==> src/rtl/core/lpg_pkg.sv <==
// Shared types and constants for the line pixel generator.
package lpg_pkg;

  localparam int COORD_BITS  = 6;
  // Decision value spans -2*max_delta .. +2*max_delta, plus a sign bit
  localparam int DEC_BITS    = COORD_BITS + 3;
  localparam int QUEUE_DEPTH = 2;
  localparam int QPTR_BITS   = (QUEUE_DEPTH > 1) ? $clog2(QUEUE_DEPTH) : 1;
  localparam int QCNT_BITS   = $clog2(QUEUE_DEPTH + 1);

  typedef logic [COORD_BITS-1:0]      coord_t;
  typedef logic signed [DEC_BITS-1:0] dec_t;

  // Line request as it arrives
  typedef struct packed {
    coord_t start_x;
    coord_t start_y;
    coord_t end_x;
    coord_t end_y;
  } lpg_req_t;

  // One pixel of the run
  typedef struct packed {
    coord_t pixel_x;
    coord_t pixel_y;
    logic   last_pixel;
  } lpg_pix_t;

  // Classified line, ready for the stepper
  typedef struct packed {
    coord_t start_x;
    coord_t start_y;
    coord_t end_x;
    coord_t end_y;
    coord_t big;
    coord_t small_d;
    logic   x_major;
    logic   x_neg;
    logic   y_neg;
    dec_t   p_init;
  } lpg_line_t;

  typedef enum logic {
    ST_IDLE,
    ST_RUN
  } lpg_state_t;

endpackage

==> src/rtl/core/line_pixel_generator_core.sv <==
// Line pixel generator: takes a line request from a start point to an end point and
// emits every pixel of the line, start to end, by the integer Bresenham rule; the last
// pixel carries last_pixel. A line with major delta D gives D+1 pixels: the stepper
// loads the line from the queue while idle, then emits one pixel per cycle while the
// output is not stalled, and returns to idle after the last pixel. A classify stage
// and a two-entry queue in front of the stepper take up to three further requests
// while a line is being drawn, and the output register lets a new pixel be produced
// in the same cycle the previous one is taken.
module line_pixel_generator_core (
  input  logic              clk,
  input  logic              rst,
  input  logic              in_valid,
  output logic              in_ready,
  input  lpg_pkg::lpg_req_t in_req,
  output logic              out_valid,
  input  logic              out_ready,
  output lpg_pkg::lpg_pix_t out_pix
);
  import lpg_pkg::*;

  logic      f_push;
  logic      f_ready;
  lpg_line_t f_line;
  logic      q_valid;
  logic      q_pop;
  lpg_line_t q_line;

  lpg_front u_front (
    .clk      (clk),
    .rst      (rst),
    .in_valid (in_valid),
    .in_ready (in_ready),
    .in_req   (in_req),
    .q_push   (f_push),
    .q_ready  (f_ready),
    .q_line   (f_line)
  );

  lpg_queue u_queue (
    .clk        (clk),
    .rst        (rst),
    .push       (f_push),
    .push_ready (f_ready),
    .push_line  (f_line),
    .pop_valid  (q_valid),
    .pop        (q_pop),
    .pop_line   (q_line)
  );

  lpg_back u_back (
    .clk       (clk),
    .rst       (rst),
    .q_valid   (q_valid),
    .q_pop     (q_pop),
    .q_line    (q_line),
    .out_valid (out_valid),
    .out_ready (out_ready),
    .out_pix   (out_pix)
  );

endmodule

==> src/rtl/core/lpg_front.sv <==
// Front end: takes line requests and classifies them (deltas, major axis, directions).
module lpg_front (
  input  logic              clk,
  input  logic              rst,
  input  logic              in_valid,
  output logic              in_ready,
  input  lpg_pkg::lpg_req_t in_req,
  output logic              q_push,
  input  logic              q_ready,
  output lpg_pkg::lpg_line_t q_line
);
  import lpg_pkg::*;

  lpg_line_t cls;
  lpg_line_t rec;
  logic      rec_valid;
  logic      x_fwd;
  logic      y_fwd;
  coord_t    adx;
  coord_t    ady;
  logic      x_major;
  coord_t    big;
  coord_t    small_d;

  // Absolute deltas, step directions and major axis
  always_comb begin
    x_fwd   = in_req.end_x >= in_req.start_x;
    y_fwd   = in_req.end_y >= in_req.start_y;
    adx     = x_fwd ? (in_req.end_x - in_req.start_x) : (in_req.start_x - in_req.end_x);
    ady     = y_fwd ? (in_req.end_y - in_req.start_y) : (in_req.start_y - in_req.end_y);
    x_major = adx >= ady;
    big     = x_major ? adx : ady;
    small_d = x_major ? ady : adx;

    cls.start_x = in_req.start_x;
    cls.start_y = in_req.start_y;
    cls.end_x   = in_req.end_x;
    cls.end_y   = in_req.end_y;
    cls.big     = big;
    cls.small_d = small_d;
    cls.x_major = x_major;
    cls.x_neg   = !x_fwd;
    cls.y_neg   = !y_fwd;
    // p0 = 2*minor - major
    cls.p_init  = dec_t'({2'b00, small_d, 1'b0}) - dec_t'({3'b000, big});
  end

  assign in_ready = !rec_valid || q_ready;
  assign q_push   = rec_valid;
  assign q_line   = rec;

  // Classified request register
  always_ff @(posedge clk) begin
    if (rst) begin
      rec_valid <= 1'b0;
    end else if (in_valid && in_ready) begin
      rec_valid <= 1'b1;
    end else if (q_ready) begin
      rec_valid <= 1'b0;
    end
  end

  always_ff @(posedge clk) begin
    if (in_valid && in_ready) begin
      rec <= cls;
    end
  end

endmodule

==> src/rtl/core/lpg_queue.sv <==
// Short queue of classified lines between the front end and the stepper.
module lpg_queue (
  input  logic               clk,
  input  logic               rst,
  input  logic               push,
  output logic               push_ready,
  input  lpg_pkg::lpg_line_t push_line,
  output logic               pop_valid,
  input  logic               pop,
  output lpg_pkg::lpg_line_t pop_line
);
  import lpg_pkg::*;

  lpg_line_t              mem [QUEUE_DEPTH];
  logic [QPTR_BITS-1:0]   wr_ptr;
  logic [QPTR_BITS-1:0]   rd_ptr;
  logic [QCNT_BITS-1:0]   count;
  logic                   do_push;
  logic                   do_pop;

  assign push_ready = count != QCNT_BITS'(QUEUE_DEPTH);
  assign pop_valid  = count != '0;
  assign pop_line   = mem[rd_ptr];
  assign do_push    = push && push_ready;
  assign do_pop     = pop && pop_valid;

  // Pointers and fill count
  always_ff @(posedge clk) begin
    if (rst) begin
      wr_ptr <= '0;
      rd_ptr <= '0;
      count  <= '0;
    end else begin
      if (do_push) begin
        wr_ptr <= (wr_ptr == QPTR_BITS'(QUEUE_DEPTH - 1)) ? '0 : wr_ptr + 1'b1;
      end
      if (do_pop) begin
        rd_ptr <= (rd_ptr == QPTR_BITS'(QUEUE_DEPTH - 1)) ? '0 : rd_ptr + 1'b1;
      end
      if (do_push && !do_pop) begin
        count <= count + 1'b1;
      end else if (do_pop && !do_push) begin
        count <= count - 1'b1;
      end
    end
  end

  // Storage
  always_ff @(posedge clk) begin
    if (do_push) begin
      mem[wr_ptr] <= push_line;
    end
  end

endmodule

==> src/rtl/core/lpg_back.sv <==
// Back end: Bresenham stepper, one pixel per cycle into an output register unless stalled.
module lpg_back (
  input  logic               clk,
  input  logic               rst,
  input  logic               q_valid,
  output logic               q_pop,
  input  lpg_pkg::lpg_line_t q_line,
  output logic               out_valid,
  input  logic               out_ready,
  output lpg_pkg::lpg_pix_t  out_pix
);
  import lpg_pkg::*;

  lpg_state_t state;
  lpg_state_t state_next;
  coord_t     cx;
  coord_t     cy;
  coord_t     end_x;
  coord_t     end_y;
  coord_t     remaining;
  coord_t     big;
  coord_t     small_d;
  logic       x_major;
  logic       x_neg;
  logic       y_neg;
  dec_t       p;
  dec_t       two_big;
  dec_t       two_small;
  dec_t       p_next;
  logic       p_pos;
  logic       emit;
  logic       last;
  coord_t     cx_next;
  coord_t     cy_next;
  lpg_pix_t   pix;

  // Next state
  always_comb begin
    state_next = state;
    case (state)
      ST_IDLE: begin
        if (q_valid) begin
          state_next = ST_RUN;
        end
      end
      ST_RUN: begin
        if (emit && last) begin
          state_next = ST_IDLE;
        end
      end
      default: state_next = ST_IDLE;
    endcase
  end

  // State outputs
  always_comb begin
    q_pop = 1'b0;
    emit  = 1'b0;
    case (state)
      ST_IDLE: q_pop = q_valid;
      ST_RUN:  emit  = !out_valid || out_ready;
      default: begin
        q_pop = 1'b0;
        emit  = 1'b0;
      end
    endcase
  end

  // Decision update and coordinate step
  always_comb begin
    last      = remaining == '0;
    two_big   = dec_t'({2'b00, big, 1'b0});
    two_small = dec_t'({2'b00, small_d, 1'b0});
    p_pos     = !p[DEC_BITS-1] && (p != '0);
    p_next    = p_pos ? (p - two_big + two_small) : (p + two_small);
    cx_next   = cx;
    cy_next   = cy;
    if (x_major || p_pos) begin
      cx_next = x_neg ? cx - 1'b1 : cx + 1'b1;
    end
    if (!x_major || p_pos) begin
      cy_next = y_neg ? cy - 1'b1 : cy + 1'b1;
    end
    pix.pixel_x    = cx;
    pix.pixel_y    = cy;
    pix.last_pixel = last;
  end

  always_ff @(posedge clk) begin
    if (rst) begin
      state     <= ST_IDLE;
      out_valid <= 1'b0;
    end else begin
      state <= state_next;
      if (emit) begin
        out_valid <= 1'b1;
      end else if (out_ready) begin
        out_valid <= 1'b0;
      end
    end
  end

  // Line registers: load from the queue, then step once per emitted pixel
  always_ff @(posedge clk) begin
    if (q_pop) begin
      cx        <= q_line.start_x;
      cy        <= q_line.start_y;
      end_x     <= q_line.end_x;
      end_y     <= q_line.end_y;
      remaining <= q_line.big;
      big       <= q_line.big;
      small_d   <= q_line.small_d;
      x_major   <= q_line.x_major;
      x_neg     <= q_line.x_neg;
      y_neg     <= q_line.y_neg;
      p         <= q_line.p_init;
    end else if (emit) begin
      cx        <= cx_next;
      cy        <= cy_next;
      p         <= p_next;
      remaining <= remaining - 1'b1;
    end
  end

  always_ff @(posedge clk) begin
    if (emit) begin
      out_pix <= pix;
    end
  end

`ifndef NO_ASSERTIONS
  // The run must land exactly on the end point
  a_last_at_end: assert property (@(posedge clk) disable iff (rst)
    (emit && last) |-> (cx == end_x && cy == end_y))
    else $error("last pixel is not the end point");

  // Decision value stays in -2*major .. 2*minor while drawing
  a_p_bounds: assert property (@(posedge clk) disable iff (rst)
    (state == ST_RUN) |-> (p <= two_small && p >= -two_big))
    else $error("decision value out of range");

  // A new line is only taken once the previous run has finished
  a_pop_idle: assert property (@(posedge clk) disable iff (rst)
    (emit && last) |=> (state == ST_IDLE && !emit))
    else $error("stepper did not return to idle after last pixel");

  // On an x-major line, the minor coordinate never steps past the end row
  a_minor_dir: assert property (@(posedge clk) disable iff (rst)
    (emit && !last && x_major && p_pos) |-> (cy != end_y))
    else $error("minor step past the end row");
`endif

endmodule

==> config.mk <==
export PLATFORM = sky130hd
export DESIGN_NAME = line_pixel_generator_core
export DESIGN_NICKNAME = d
export VERILOG_FILES = /design/src/rtl/core/lpg_pkg.sv /design/src/rtl/core/line_pixel_generator_core.sv /design/src/rtl/core/lpg_front.sv /design/src/rtl/core/lpg_queue.sv /design/src/rtl/core/lpg_back.sv
export SDC_FILE = /design/constraint.sdc
export NUM_CORES = 1
export LEC_CHECK = 0
export BUFFER_PORTS_ARGS = -buffer_cell sky130_fd_sc_hd__buf_2
export CAP_MARGIN = 5
export CORE_ASPECT_RATIO = 0.5
export CORE_MARGIN = 2
export CORE_UTILIZATION = 36
export CTS_BUF_LIST = sky130_fd_sc_hd__clkbuf_4 sky130_fd_sc_hd__clkbuf_8
export CTS_CLUSTER_SIZE = 25
export DETAILED_ROUTE_END_ITERATION = 8
export HOLD_SLACK_MARGIN = 0.12
export PLACE_DENSITY = 0.49
export SLEW_MARGIN = 25
export SYNTH_ARGS = -nofsm -noshare
export SYNTH_HDL_FRONTEND = slang
export SYNTH_SLANG_ARGS = --single-unit
==> constraint.sdc <==
create_clock -name clk -period 15.25 [get_ports clk]
set_input_delay 0.7625 -clock clk [delete_from_list [all_inputs] [get_ports clk]]
set_output_delay 0.7625 -clock clk [all_outputs]
set_load 0.01 [all_outputs]
* Word level (Yosys, flattened, before mapping)
Memory sizes are Yosys's and may differ from the RTL's. A register that Yosys moved wholly into a read port is not among the register bits. Index checks and enable logic that the tools add are counted.
Word-level totals: register bits after elaboration 110, memory bits (writable) 96, input bits 28, word-level logic and storage cells 115, memories 1
Memories:
- u_queue.mem | words 2, bits a word 48, rd ports 1, clocked after memory_dff 1, write ports 1, RTL line lpg_queue.sv:14 | lpg_line_t mem [QUEUE_DEPTH];
Operators by class: $add $sub $neg 17, $lt $le $gt $ge 3, equal/unequal tests 1, multiplexer cells 34, bitwise gates (word level) 1, reduce and logical (&&, ||, !) cells 30
Operators with widths (number):
- 6-bit 2-to-1 mux | 14
- 9-bit 2-to-1 mux | 3
- 6-bit subtractor | 4
- 9-bit by 8-bit adder with 9-bit output | 2
- 6-bit greater-or-equal comparator | 3
- 6-bit by 1-bit subtractor with 6-bit output, second input constant | 3
- 1-bit 2-to-1 mux | 14
- 2-bit nonzero test | 7
- 6-bit by 1-bit adder with 6-bit output, second input constant | 2
- 9-bit nonzero test | 1
- 9-bit by 8-bit subtractor with 9-bit output | 1
- 1-bit zero test | 8
- 7-bit by 6-bit subtractor with 8-bit output | 1
- 1-bit logical AND | 7
- 6-bit zero test | 1
- 1-bit logical OR | 4
- 2-bit 2-to-1 mux | 2
- 2-bit AND reduction | 2
- 1-bit adder, second input constant | 2
- 2-bit by 1-bit adder with 2-bit output, second input constant | 1
- 2-bit inequality test, second input constant | 1
- 1-bit one-hot mux with 2 select lines | 1
- 2-bit by 1-bit subtractor with 2-bit output, second input constant | 1
- 1-bit NOT | 1

* Depth between registers and ports, before layout
Gate-level depths: netlist (run 1).
depth after elaboration 6, gate-level depth with buffers 28

* Hierarchy
Synthesis (run 1) repeated with hierarchy kept, for this count alone.
Unflattened totals: cell total of the unflattened synthesis 763, area total of the unflattened synthesis 10102.2 um^2
By module, submodules not included:
- lpg_queue | times used 1, cells each 173, area an instance 3678.5 um^2, seq. area each 2982.9 um^2
- lpg_back | times used 1, cells each 309, area an instance 3352.0 um^2, seq. area each 1691.6 um^2
- lpg_front | times used 1, cells each 281, area an instance 3071.7 um^2, seq. area each 1401.3 um^2

* Worst setup path after synthesis (run 1)
No wires, ideal clock.
kind in2reg, start in in_req[6] in the netlist's numbering, end reg u_front.rec, in the netlist u_front.q_line[6] (data pin), arrival time 5.542 ns, path slack 9.444 ns, cell stages on the path 27, cells stage by stage inv_1 > ha_1 > inv_1 > fa_1 > a21oi_1 > or2_0 > buf_2 > o2111ai_1 > a22oi_1 > o21ai_0 > a21bo_2 > mux2i_1 > inv_1 > ha_1 > and3_1 > a221oi_2 > inv_1 > clkbuf_8 > clkbuf_1 > a21oi_1 > xnor2_1 > ha_1 > a221oi_2 > maj3_2 > maj3_2 > o221ai_1 > xnor2_1
RTL lines:
- start: declaration | RTL line line_pixel_generator_core.sv:14 | input lpg_pkg::lpg_req_t in_req,
- end signal: assignment | RTL line lpg_front.sv:65 | rec <= cls;
- end: declaration | RTL line lpg_front.sv:15 | lpg_line_t rec;

==> results.md, run 1 <==
* CP Data Arrival Time at 6.36 ns
* Clock buffer depth at 2
* DR vias at 5315
* Internal power at 1.30 mW
* Crit path time final at 6.16 ns
* # setup viols final at 0
* Final Slew Violations at 0
* Routed met1 length at between 9 and 10 mm
* Highest metal used: met4
* CTS tree: built
* Clock Sinks at 165
* RePlAce Congestion at approximately 0.86
* I/O pin total at 43
* Routed met3 length at 543 µm
* Yosys top cell area share at 53.7%
* Synth warn at 0
* Sequential share of the synthesized area at 55.5%
* WL met2 at 7.60 mm
* Clock share of power at 17.4%
* Final HPWL DP at 13.2 mm
* RSZ-0062 raised after global routing: false
* Syn nets at 820
* Crit start category: primary input
* # Post-CTS Setup Buffers at 0
* Setup TNS at 0 ns
* Yosys top cell by area: edfxtp_1
* Layout area overhead at 11.5%
* Via/cell ratio at 4.84
* ANT nets after route at 0
* Highest clock rate at about 160 MHz
* Skew-Pair Late Insertion Delay at 0.46 ns
* Synth Cell Area at 0.00878 mm²
* Core Box Area at 0.0240 mm²
* Max FO, Critical Path at 20
* H-tree levels at 4
* Lkg Pwr at 3.85 nW
* Hold_buf cts at 0
* Setup CP Type: primary input to register
* WL/cell at 16.4 µm
* Number of cell rows at 40
* Number of synthesized register bits at 165
* DR iter-0 viols at 385
* Hold Path Class: register to register
* DR pass1 iterations at 4
* Vias in the first global route at 5193
* Total CTS buffers at 17
* First-pass GRT wire length at 28.4 mm
* Maximum vdd drop at 0.0622 mV
* Combinational share of power at 45.0%
* Share of flip-flops with an asynchronous set or reset at 0%
* Max Cap Violations at 0
* Share of cells above drive strength 1 at 15.2%
* Post-Place Cells at 1066
* Largest net degree at the start of global routing at 41
* Most common cell after layout, fill and taps aside: edfxtp_1
* Share of power burned in registers at a little under two fifths
* EDFF count, synth at 157
* Most frequent cells in the layout: edfxtp_1 (157), inv_1 (97), a21oi_1 (61)
* N_diodes at 0
* Hold Worst Slack at 0.440 ns
* Fin crit share at 40.4%
* Root buf cell: clkbuf_8
* Port Buffers at between 40 and 50
* Setup Slack @ Placement at ~8 ns
* Worst slew margin at 40.5%
* GRT overflow at 0
* Critical Path RT at 15.45 ns
* Gate count of the mapped netlist at 725
* Residual DRC at 0
* Cell variety after synth at 68
* Synth area leaders: edfxtp_1 (54%), ha_1 (7.5%), inv_1 (4.1%)
* Main flop type after synthesis: edfxtp_1
* Sw Ratio at 37.6%
* Final Hold Viols at 0
* Total GRT Usage at between 10% and 20%
* Status: complete, no violations
* Initial antenna violation count at 0
* Least-Margin Pin Slew at roughly 0.88 ns
* P_sw at approximately 780 µW
* Final worst slack at slightly above 9 ns
* Nets at 866
* Final wirelength at 18.0 mm
* PD cells at roughly 210 mW/mm²
* Area of the die at ~0.026 mm²
* Setup crit end kind: register
* Final clock skew at 0.0140 ns
* Die Span X at ~220 µm
* Die height at 114 µm
* Post-CTS sizing at 0
* Final non-filler cell total at 1099
* Initial Util at 36.6%
* Avg Inst Size Synth at about 12 µm²
* Reg clk slew, reported paths at 0.09 ns
-- state kept, by name (all words and copies together) (netlist names), 2 cells and up, named ones only --
register	flops
u_back.remaining	6
u_back.big	6
u_queue.mem	68
u_back.p	9
u_back.out_pix	13
u_back.cx	6
u_back.cy	6
u_back.small_d	6
u_front.q_line	34
u_queue.count	2
-- cell type report --
class	count	area, µm²
tap	315	394
multi-input combinational	440	3430
fill	2254	14200
inverter	98	368
clock buffer	17	234
sequential	165	4880
timing repair buffer	49	260
clock inverter	15	224
-- path summary, 6_finish.rpt --
kind,start,endpoint,slack [ns],cells after the start
max,in_req[6],u_front.q_line[6]$_DFFE_PP_,9.09,25
min,u_front.q_line[7]$_DFFE_PP_,u_queue.mem[1][8]$_DFFE_PP_,0.44,0
max reg2reg,u_back.p[2]$_DFFE_PP_,u_back.p[8]$_DFFE_PP_,12.11,13
min reg2reg,u_front.q_line[7]$_DFFE_PP_,u_queue.mem[1][8]$_DFFE_PP_,0.44,0
-- per-layer routing --
metal	global-route usage, %	up-vias
li1	-	2684
met1	22.3	2548
met2	21.3	75
met3	2.57	8
met4	5.12	0
met5	0	-
-- per-stage QoR --
step	total power [mW]	cell area [µm²]	util, %
after floorplan	1.50	8780	-
after global placement	1.72	9330	38.9
after detailed placement	1.73	9330	38.9
after CTS	2.10	9790	40.8
after global routing	2.26	9790	40.8
final	2.07	9790	40.8
-- power by group through the flow --
stage	clock network, mW	logic, mW	registers [mW]
floorplan	0	0.732	0.773
detailed placement	0	0.935	0.791
CTS	0.375	0.946	0.782
global placement	0	0.928	0.789
global route	0.392	1.07	0.798
finish	0.361	0.933	0.781
-- cell usage after synthesis, types with 4 or more instances --
library cell / count
nand2_1: 31
xor2_1: 11
inv_1: 97
a21boi_0: 5
a21o_1: 8
mux2_2: 19
nor3_1: 8
edfxtp_1: 157
nor2b_1: 16
a211oi_1: 10
dfxtp_1: 8
fa_1: 14
mux2i_1: 21
and3_1: 4
nor2_1: 40
nand2b_1: 5
nand3_1: 4
buf_1: 4
o22ai_1: 4
xnor2_1: 22
clkbuf_1: 11
o21bai_1: 4
a21oi_1: 61
o21ai_0: 34
and2_1: 4
ha_1: 53
-- worst max-delay path, stage by stage --
cell       delay, ns
buf_2           0.10
inv_1           0.05
ha_1            0.16
inv_1           0.05
fa_1            0.43
a21oi_1         0.22
or2_0           0.32
o2111ai_1       0.17
a22oi_1         0.22
o21ai_0         0.12
a21bo_2         0.22
mux2i_1         0.24
inv_1           0.12
ha_1            0.33
and3_1          0.16
a221oi_2        0.52
inv_1           0.48
a21oi_1         0.33
xnor2_1         0.15
ha_1            0.18
a221oi_2        0.05
maj3_2          0.35
maj3_2          0.33
o221ai_1        0.20
xnor2_1         0.09
-- logic make-up after synthesis --
family,after synthesis,synth area share (%)
buffers and inverters,120,5.50
AO/OA/AOI/OAI,164,12.2
adder cells (fa/ha/maj),70,11.1
AND/OR/NAND/NOR,132,7.42
multiplexers,41,4.96
XOR/XNOR,33,3.29
flip-flops,165,55.5
No activity file was read; power rests on OpenSTA's default activity.
==> inputs of run 2 (changes only) <==
==> constraint.sdc (replaced) <==
create_clock -name clk -period 6.3 [get_ports clk]
set_input_delay 0.315 -clock clk [delete_from_list [all_inputs] [get_ports clk]]
set_output_delay 0.315 -clock clk [all_outputs]
set_load 0.01 [all_outputs]
==> results.md, run 2 (synthesis gave the netlist of run 1 again) <==
* Status: complete, no violations
* Maximum vdd drop at 0.160 mV
* ANT nets after route at 0
* Final Slew Violations at 0
* Final Hold Viols at 0
* Final worst slack at 0.612 ns
* Setup crit end kind: register
* Number of cell rows at 40
* Vias in the first global route at 5412
* Total CTS buffers at 17
* CP max-delay cell: dlygate4sd3_1
* Core Box Area at 0.0240 mm²
* # setup viols final at 0
* Largest net degree at the start of global routing at 41
* Most flops, register: u_queue.mem
* Root buf cell: clkbuf_8
* Max FO, Critical Path at 15
* DR vias at between 5000 and 6000
* Internal power at about 3 mW
* H-tree levels at 4
* Via/cell ratio at around 4.8
* Initial antenna violation count at 0
* Port Buffers at 42
* Most frequent cells in the layout: edfxtp_1 (157), inv_1 (97), a21oi_1 (61)
* Clock share of power at 15.6%
* Max reg flops at 68
* Reg clk slew, reported paths at 0.09 ns
* Residual DRC at 0
* Die height at 114 µm
* DR pass1 iterations at 4
* Clock buffer depth at 2
* Max Cap Violations at 0
* CTS tree: built
* Hold Worst Slack at 0.447 ns
* Area of the die at roughly 0.026 mm²
* Least-Margin Pin Slew at 0.934 ns
* Final HPWL DP at 12.9 mm
* Crit path time final at 5.69 ns
* First-pass GRT wire length at just under 30 mm
* RePlAce Congestion at 0.836
* DR iter-0 viols at 378
* Final clock skew at 0.0108 ns
* Lkg Pwr at 3.89 nW
* P_sw at 1.93 mW
* Clock Sinks at 165
* Combinational share of power at between 40 and 50%
* Largest stage delay on the critical path at 0.54 ns
* Die Span X at 225 µm
* RSZ-0062 raised after global routing: false
* Setup Slack @ Placement at 0.724 ns
* Hold Path Class: register to register
* Skew-Pair Late Insertion Delay at 0.45 ns
* Share of cells above drive strength 1 at 15.1%
* Most common cell after layout, fill and taps aside: edfxtp_1
* Chain of cells forming the critical path: dlygate4sd3_1, buf_2, ha_1, nand4_1, or2_0, a31o_1, a22oi_1, o21ai_0, a21bo_2, mux2i_1, inv_1, ha_1, and3_1, a221oi_2, buf_4, nor2_1, a21oi_1, xnor2_1, ha_1, a221oi_2, maj3_2, maj3_2, o221ai_1, xnor2_1
* N_diodes at 0
* I/O pin total at 43
* Crit start category: primary input
* Sw Ratio at 39.1%
* CP Data Arrival Time at 5.88 ns
* Total GRT Usage at 14.9%
* # Post-CTS Setup Buffers at 0
* Critical Path RT at 6.50 ns
* Setup TNS at 0 ns
* PD cells at 499 mW/mm²
* Nets at 882
* Final wirelength at 18.0 mm
* Most used cell, CP: ha_1
* Worst slew margin at between 30% and 40%
* Setup CP Type: primary input to register
* Highest clock rate at 176 MHz
* WL/cell at between 15 and 20 µm
* GRT overflow at 0
* Layout area overhead at 12.6%
* Share of power burned in registers at around two fifths
* Initial Util at 36.6%
* Fin crit share at 90.3%
## run 2: layout make-up
class	count	area [µm²]
Clock buffer	17	234
Clock inverter	15	164
Fill cell	2223	14100
Inverter	98	368
Multi-Input combinational cell	440	3430
Sequential cell	165	4880
Tap cell	315	394
Timing Repair Buffer	65	420
## run 2: routing by layer
layer	vias to the layer above	part of all wire [%]	track usage, %
met1	2585	54	21.8
met3	15	3.2	3.31
met5	-	0	0
met4	0	0.89	3.97
met2	67	42	22.2
li1	2714	-	-
## run 2: worst paths after layout
kind	from	to	slack (ns)	depth (start not counted)
max	in_req[20]	u_front.q_line[6]$_DFFE_PP_	0.61	24
min	u_front.q_line[41]$_DFFE_PP_	u_queue.mem[1][41]$_DFFE_PP_	0.45	0
max reg2reg	u_back.p[2]$_DFFE_PP_	u_back.p[8]$_DFFE_PP_	3.08	13
min reg2reg	u_front.q_line[41]$_DFFE_PP_	u_queue.mem[1][41]$_DFFE_PP_	0.45	0
## run 2: timing repair
| item | CTS | global route |
|---|---|---|
| gates resized for setup | 0 | 0 |
| hold buffers | 15 | 0 |
| hold endpoints to repair | 20 | 0 |
## run 2: stage by stage
stage | instances | power (mW) | util [%] | cell area (µm²)
floorplan | 725 | 3.64 | - | 8780
global placement | 1068 | 4.16 | 39.0 | 9340
detailed placement | 1068 | 4.19 | 39.0 | 9340
CTS | 1115 | 5.00 | 41.3 | 9890
global route | 1115 | 5.41 | 41.3 | 9890
finish | 1115 | 4.94 | 41.3 | 9890
## run 2: power by group through the flow
stage	Combinational [mW]	Sequential, mW	Clock (mW)
after global placement	2.25	1.91	0
after CTS	2.31	1.89	0.796
final	2.28	1.89	0.769
after floorplan	1.77	1.87	0
after detailed placement	2.28	1.92	0
after global routing	2.64	1.93	0.844
## run 2: critical path, delay by kind of cell
| kind | cells | cell delay [ns] |
|---|---|---|
| multiplexers | 1 | 0.22 |
| AND/OR/NAND/NOR | 4 | 0.79 |
| AO/OA/AOI/OAI | 8 | 1.57 |
| adder cells (fa/ha/maj) | 5 | 1.67 |
| buffers and inverters | 4 | 1.07 |
| XOR/XNOR | 2 | 0.24 |
